--- src/reserved_region_table_core_defines.svh ---
// Assertion helpers used by the RTL.
`ifndef RESERVED_REGION_TABLE_CORE_DEFINES_SVH
`define RESERVED_REGION_TABLE_CORE_DEFINES_SVH

// Same-cycle implication.
`define RRT_ASSERT_NOW(label, clk, rst, ante, cons, msg) \
   label: assert property (@(posedge clk) disable iff (rst) (ante) |-> (cons)) else $error(msg);

// Next-cycle implication.
`define RRT_ASSERT_NEXT(label, clk, rst, ante, cons, msg) \
   label: assert property (@(posedge clk) disable iff (rst) (ante) |=> (cons)) else $error(msg);

`endif

--- src/rrt_pkg.sv ---
package rrt_pkg;

   localparam int STATUS_W = 2;
   localparam int COUNT_W  = 5;
   localparam int CSR_W    = 5;
   localparam int PORT_W   = 32;

   localparam logic [STATUS_W-1:0] ST_OK      = 2'd0;
   localparam logic [STATUS_W-1:0] ST_ALIGN   = 2'd1;
   localparam logic [STATUS_W-1:0] ST_FULL    = 2'd2;
   localparam logic [STATUS_W-1:0] ST_OVERLAP = 2'd3;

   localparam logic [CSR_W-1:0] MAX_REGIONS_RST = 5'd16;

   typedef struct packed {
      logic capture;
      logic insert;
   } rrt_ctrl_type;

endpackage

--- src/rrt_cell.sv ---
module rrt_cell #(
   parameter int DATA_W = 32,
   parameter int CNT_W  = 5,
   parameter int INDEX  = 0
) (
   input  logic                  clock,
   input  rrt_pkg::rrt_ctrl_type ctrl,
   input  logic [CNT_W-1:0]      count,
   input  logic [DATA_W-1:0]     cmp_start,
   input  logic [DATA_W-1:0]     cmp_size,
   input  logic [DATA_W-1:0]     ins_start,
   input  logic [DATA_W-1:0]     ins_size,
   input  logic [DATA_W-1:0]     prev_start,
   input  logic [DATA_W-1:0]     prev_size,
   input  logic                  prev_ge,
   output logic [DATA_W-1:0]     start_o,
   output logic [DATA_W-1:0]     size_o,
   output logic                  ge_o,
   output logic                  clash_o
);

   logic [DATA_W-1:0] start_ff, start_in;
   logic [DATA_W-1:0] size_ff, size_in;
   logic              ge_ff, ge_in;
   logic              clash_ff, clash_in;
   logic              valid;
   logic              new_lower;
   logic [DATA_W-1:0] lo_start, lo_size, hi_start;
   logic [DATA_W:0]   lo_end;

   assign valid     = count > CNT_W'(INDEX);
   assign new_lower = cmp_start < start_ff;

   always_comb begin
      if (new_lower) begin
         lo_start = cmp_start;
         lo_size  = cmp_size;
         hi_start = start_ff;
      end else begin
         lo_start = start_ff;
         lo_size  = size_ff;
         hi_start = cmp_start;
      end
      lo_end   = {1'b0, lo_start} + {1'b0, lo_size};
      clash_in = valid && (lo_end > {1'b0, hi_start});
      ge_in    = valid && (start_ff >= cmp_start);
   end

   // sorted insert: keep, take the new region, or take the neighbour's
   always_comb begin
      start_in = start_ff;
      size_in  = size_ff;
      if (ctrl.insert && !ge_ff) begin
         if (prev_ge) begin
            start_in = ins_start;
            size_in  = ins_size;
         end else begin
            start_in = prev_start;
            size_in  = prev_size;
         end
      end
   end

   always_ff @(posedge clock) begin
      start_ff <= start_in;
      size_ff  <= size_in;
      if (ctrl.capture) begin
         ge_ff    <= ge_in;
         clash_ff <= clash_in;
      end
   end

   assign start_o = start_ff;
   assign size_o  = size_ff;
   assign ge_o    = ge_ff;
   assign clash_o = clash_ff;

endmodule

--- config.mk ---
export PLATFORM = sky130hd
export DESIGN_NAME = rrt_cell
export DESIGN_NICKNAME = d
export VERILOG_FILES = /design/src/reserved_region_table_core_defines.svh /design/src/rrt_pkg.sv /design/src/rrt_cell.sv
export SDC_FILE = /design/constraint.sdc
export NUM_CORES = 1
export LEC_CHECK = 0
export BUFFER_PORTS_ARGS = -buffer_cell sky130_fd_sc_hd__buf_2
export CAP_MARGIN = 40
export CORE_AREA = 2 2 117 119
export CTS_BUF_LIST = sky130_fd_sc_hd__clkbuf_8
export DETAILED_ROUTE_END_ITERATION = 10
export DIE_AREA = 0 0 119 121
export PLACE_DENSITY = 0.87
export RECOVER_POWER = 25
export SLEW_MARGIN = 20
export SYNTH_ARGS = -nofsm -noshare
export SYNTH_HDL_FRONTEND = slang
export SYNTH_SLANG_ARGS = --single-unit
--- constraint.sdc ---
create_clock -name clock -period 15.3 [get_ports clock]
set_clock_uncertainty 0.1 [all_clocks]
set_input_delay 1.53 -clock clock [delete_from_list [all_inputs] [get_ports clock]]
set_output_delay 1.53 -clock clock [all_outputs]
set_load 0.005 [all_outputs]
Word level (Yosys, flattened, before mapping). Index checks and enable logic that the tools add are counted.

Bits in registers: 66. Bits in latches: 0. Bits in writable memories: 0. Memory bits (read-only): 0. Input bits: 201. Output and inout port bits: 66. Word-level logic and storage cells: 18. Memories kept: 0.

$add $sub $neg: 1. $mul: 0. Div/mod/pow operators: 0. Magnitude comparators: 4. Equality and inequality tests: 0. Shift operators: 0. Multiplexer cells: 5. Bitwise logic cells: 0. Reduce and logical (&&, ||, !) cells: 4.

Operator list (count): $mux W32 (5); $add A32 B32 Y33 (1); $gt A33 B32 Y1 (1); $ge A32 B32 Y1 (1); $lt A32 B32 Y1 (1); $gt A5 B1 Y1 const B (1); $logic_and A1 B1 Y1 (3); $logic_not A1 Y1 (1).

Logic depth before layout (Yosys ltp).
Depth after elaboration: 5. Depth in mapped cells: 31. Mapped depth without buffers: 30.

Worst setup path after synthesis. Ideal clock, no wire load.

Path type: input-to-reg. Start: input cmp_start[17]. End: register clash_ff, in the netlist clash_o, data pin. Library setup time: 0.152 ns. Arrival: 7.254 ns. Setup slack: 7.794 ns. Stages: 29. Cell sequence: inv_1 > ha_1 > a21o_1 > a21o_1 > a21o_1 > a21o_1 > a21oi_1 > o21ai_1 > o21ai_2 > buf_2 > mux2_2 > ha_1 > a21oi_1 > o21ai_1 > or4_1 > a211oi_1 > a21oi_1 > a211o_1 > a21oi_1 > xnor2_1 > ha_1 > nand2_1 > or3_1 > or4_1 > o221ai_1 > a211oi_1 > nor3_1 > o22ai_1 > a31oi_1.

Word-level cells in the longest chain between the ends: 5. Elaborated cells on any way between the ends: 7. Classes of those cells: add/sub: 1; order compare: 2; mux: 3; reduce/logical: 1.

Ends and longest elaborated chain: from (decl) (line rrt_cell.sv:9) `input logic [DATA_W-1:0] cmp_start,`; $lt A32 B32 Y1 (line rrt_cell.sv:32) `assign new_lower = cmp_start < start_ff;`; $mux W32 (line rrt_cell.sv:35) `if (new_lower) begin`; $add A32 B32 Y33 (line rrt_cell.sv:44) `lo_end = {1'b0, lo_start} + {1'b0, lo_size};`; $gt A33 B32 Y1 (*) (line rrt_cell.sv:45) `clash_in = valid && (lo_end > {1'b0, hi_start});`; $logic_and A1 B1 Y1 (*) (line rrt_cell.sv:45); net clash_in (line rrt_cell.sv:25) `logic clash_ff, clash_in;`; to (signal assigned) (line rrt_cell.sv:69) `clash_ff <= clash_in;`; to (decl) (line rrt_cell.sv:25).

Mark *: on every way through the listed nets, which the timed path passes. The rest lies on a longest branch. A chain may end at the register's enable or synchronous reset.

Worst setup path in the final report.
Start: input cmp_start[25]. End: register clash_ff, in the netlist clash_o, data pin.

The elaborated chain is that of the path after synthesis.

==> impl_metrics.sql <==
INSERT INTO impl_metrics (metric_group, metric, value, unit) VALUES
('status', 'status', 'complete, but fails checks', ''),
('status', 'violations', 'capacitance limit, slew limit', ''),
('timing', 'worst_pin_slew', '1559', 'ps'),
('clock_network', 'ctsHoldBuffers', '0', ''),
('worst_setup_path', 'worst-path-buf-inv', '5', ''),
('worst_setup_path', 'critPathArrivalTime', '9160', 'ps'),
('clock_network', 'cts_tree', 'yes', ''),
('synth', 'synthesis.nets', '977', ''),
('clock_network', 'cts_sinks', '66', ''),
('floorplan', 'io_pins', '267', ''),
('floorplan', 'floorplan.die.height', '121', 'µm'),
('global_route', 'first_pass_grt_wire_length', '28.77', 'mm'),
('synth', 'synth-warning-count', '0', ''),
('synth', 'avgSynthCellArea', '10.39', 'µm²'),
('clock_network', 'cts-htree-levels', '3', ''),
('final_layout', 'fill_cells', '1055', ''),
('power_and_ir_drop', 'irDropWorstVdd', '0.06577', 'mV'),
('worst_setup_path', 'timing.setup.critical_path_class', 'in -> reg', ''),
('timing', 'final.min_clock_period', '9040', 'ps'),
('final_layout', 'antenna_cells_inserted', '0', ''),
('floorplan', 'floorplan.core_area', '13090', 'µm²'),
('synth', 'yosys_register_bits', '66', ''),
('synth', 'synth-edff-count', '66', ''),
('clock_network', 'numCtsBuffers', '9', ''),
('floorplan', 'row_count', '42', ''),
('power_and_ir_drop', 'powerDensity', '88.90', 'nW/µm²'),
('timing', 'grt_setup_unrepaired', 'false', ''),
('timing', 'timing.fmax', '0.1106', 'GHz'),
('timing', 'hold_violations', '0', ''),
('worst_setup_path', 'end_kind', 'flop', ''),
('floorplan', 'floorplan.die.width', '119', 'µm'),
('synth', 'synth_async_sr_flop_share', '0', ''),
('run', 'timing.max_cap.violations', '1', ''),
('worst_setup_path', 'critical_path.max_fanout', '45', ''),
('worst_setup_path', 'cpPeakStageDelay', '580', 'ps'),
('global_route', 'grt_overflow_total', '0', ''),
('drt', 'iteration_count_of_the_initial_detailed_routing_pass', '6', ''),
('power_and_ir_drop', 'total_leakage_power', '4.248', 'nW'),
('synth', 'count_of_unique_library_cells_instantiated_by_yosys', '55', ''),
('global_route', 'overall_fraction_of_global_route_tracks_in_use', '0.2500', ''),
('clock_network', 'post-cts-setup-buffers', '0', ''),
('clock_network', 'cts.path.max_buffers', '2', ''),
('worst_setup_path', 'cpMaxStageDelayCell', 'sky130_fd_sc_hd__buf_4', ''),
('worst_setup_path', 'worst_ep_required_time', '15420', 'ps'),
('final_layout', 'commonest_non_fill_non_tap_cell_in_the_layout', 'sky130_fd_sc_hd__buf_2', ''),
('floorplan', 'die_area', '14400', 'µm²'),
('worst_setup_path', 'worstSetupStartpointType', 'primary input', ''),
('timing', 'setup_total_negative_slack', '0', 'ps'),
('synth', 'synth.cell_area', '7054', 'µm²'),
('timing', 'tcrit_tclk_final', '0.5909', ''),
('clock_network', 'cts_root_buffer', 'sky130_fd_sc_hd__clkbuf_8', ''),
('synth', 'netlist_instances', '679', ''),
('drt', 'post-route-drc-count', '0', ''),
('drt', 'drt_via_density', '5.549', ''),
('final_layout', 'area_delta_synth_final', '23.61', '%'),
('synth', 'seq_area_frac_synth', '0.2810', ''),
('clock_network', 'clock_latency', '360', 'ps'),
('worst_setup_path', 'kind_of_cell_adding_the_most_delay_to_the_critical_path', 'compound AO/OA/AOI/OAI gates', ''),
('drt', 'detail_route.wl_per_cell', '16.10', 'µm'),
('final_layout', 'drive_gt1_frac', '0.4424', ''),
('drt', 'route.antenna.remaining_nets', '0', ''),
('timing', 'final-setup-viol-count', '0', ''),
('drt', 'drt-initial-drc-count', '319', ''),
('min_path', 'min_path_type', 'reg -> reg', ''),
('final_layout', 'commonest_non_fill_non_tap_cells_in_the_layout', 'sky130_fd_sc_hd__buf_2 (265), sky130_fd_sc_hd__mux2_2 (129), sky130_fd_sc_hd__ha_1 (96), sky130_fd_sc_hd__edfxtp_1 (66), sky130_fd_sc_hd__inv_1 (48)', ''),
('timing', 'final-max-slew-violation-count', '28', ''),
('worst_setup_path', 'setup.reg_to_reg.worst_slack', '7110', 'ps'),
('placed_design', 'place.detailed.hpwl', '14.90', 'mm'),
('placed_design', 'io_buffer_count', '266', ''),
('final_layout', 'nNetsFinal', '1240', ''),
('drt', 'routed_wl', '18.08', 'mm'),
('clock_network', 'cts.repair.resized', '0', ''),
('clock_network', 'clkSlewWorstSetupHoldPaths', '70', 'ps'),
('global_route', 'grt_antenna_before_repair', '0', ''),
('placed_design', 'globalplace.congestion', '0.9497', ''),
('global_route', 'grt_start_max_net_pins', '65', ''),
('floorplan', 'initial_core_util', '0.5391', ''),
('synth', 'ys_dominant_reg_cell', 'sky130_fd_sc_hd__edfxtp_1', ''),
('drt', 'dr_total_vias', '6232', ''),
('timing', 'maxSlewHeadroom', '-0.03962', ''),
('final_layout', 'final_util', '0.6664', ''),
('global_route', 'first_global_vias', '6194', '');
-- layer usage --
metal	track usage	part of all wire	vias up
met4	0.08408	0.020	0
met5	0	0	-
met1	0.2906	0.42	2879
met2	0.4537	0.50	209
li1	-	-	3117
met3	0.05592	0.058	27
-- flip-flops by register name (all words and copies together), names as in the netlist --
name     count
size_o      32
start_o     32
clash_o      1
ge_o         1
-- cells by family after synthesis --
logic type,count (synthesis),synth area share
adder cells (fa/ha/maj),97,0.1731
XOR/XNOR,24,0.02980
buffers and inverters,66,0.03796
multiplexers,163,0.2542
flip-flops,66,0.2810
AO/OA/AOI/OAI,147,0.1423
AND/OR/NAND/NOR,116,0.08177
-- worst paths after layout --
kind	from	endpoint	cells after the start
max reg2reg	start_o[25]	clash_o	30
max	cmp_start[25]	clash_o	32
min	ge_o	size_o[31]	1
min reg2reg	ge_o	size_o[31]	1
-- metrics by stage --
stage | total power [mW] | hold WS, ps | setup slack [ps] | cells | instance area [µm²]
finish | 0.7751 | 610.0 | 6260 | 1123 | 8720
floorplan | 0.5421 | 754.7 | 7794 | 679 | 7054
detailed placement | 0.6504 | 737.0 | 5870 | 1105 | 8556
CTS | 0.7760 | 753.6 | 6261 | 1121 | 8708
global route | 0.8356 | 644.5 | 5619 | 1123 | 8720
global placement | 0.6401 | 727.6 | 6097 | 1105 | 8556
-- worst register-to-register path: cells and delay by family, from the launching register on --
kind | cells | cell delay [ps]
buf+inv | 3 | 1200
flops | 1 | 440
mux | 1 | 320
xor+xnor | 1 | 160
compound gates | 15 | 3170
fa+ha+maj | 4 | 1180
simple gates | 6 | 1470
-- power breakdown --
part | switching [mW] | total (mW) | leakage (nW) | internal [mW]
Clock | 0.0671 | 0.122 | 0.0879 | 0.0553
Combinational | 0.223 | 0.428 | 3.54 | 0.205
Sequential | 0.00866 | 0.225 | 0.622 | 0.216
-- cell usage after synthesis, types with 2 or more instances --
cell type,n,area (µm²)
sky130_fd_sc_hd__ha_1,96,1201
sky130_fd_sc_hd__nand2_1,18,67.56
sky130_fd_sc_hd__xnor2_1,12,105.1
sky130_fd_sc_hd__nand2b_1,4,25.02
sky130_fd_sc_hd__buf_2,7,35.03
sky130_fd_sc_hd__edfxtp_1,66,1982
sky130_fd_sc_hd__a211oi_1,7,52.55
sky130_fd_sc_hd__a31oi_1,6,37.54
sky130_fd_sc_hd__or4_1,4,30.03
sky130_fd_sc_hd__or3_1,3,18.77
sky130_fd_sc_hd__o21ai_0,19,95.09
sky130_fd_sc_hd__o21ai_1,2,10.01
sky130_fd_sc_hd__buf_4,3,22.52
sky130_fd_sc_hd__xor2_1,12,105.1
sky130_fd_sc_hd__a31o_2,2,17.52
sky130_fd_sc_hd__a21o_1,34,255.2
sky130_fd_sc_hd__and3_1,6,37.54
sky130_fd_sc_hd__nor3_1,8,40.04
sky130_fd_sc_hd__nand4_1,14,87.58
sky130_fd_sc_hd__a21oi_1,47,235.2
sky130_fd_sc_hd__o22ai_1,2,12.51
sky130_fd_sc_hd__nor2b_1,4,25.02
sky130_fd_sc_hd__o21a_1,7,52.55
sky130_fd_sc_hd__nand3_1,11,55.05
sky130_fd_sc_hd__mux2i_1,34,340.3
sky130_fd_sc_hd__inv_1,46,172.7
sky130_fd_sc_hd__o21bai_1,4,30.03
sky130_fd_sc_hd__mux2_2,129,1453
sky130_fd_sc_hd__clkbuf_1,10,37.54
sky130_fd_sc_hd__nor2_1,37,138.9
-- final cells by class --
class                      instances  area [µm²]  share of cell area
multi-input combinational        547        4812              0.5519
sequential                        66        1982              0.2273
timing repair buffer             272        1380              0.1583
tap                              176       220.2             0.02525
inverter                          46       172.7             0.01980
clock buffer                       9       123.9             0.01421
clock inverter                     7       28.78            0.003300
Power figures use the tool's default switching activity.
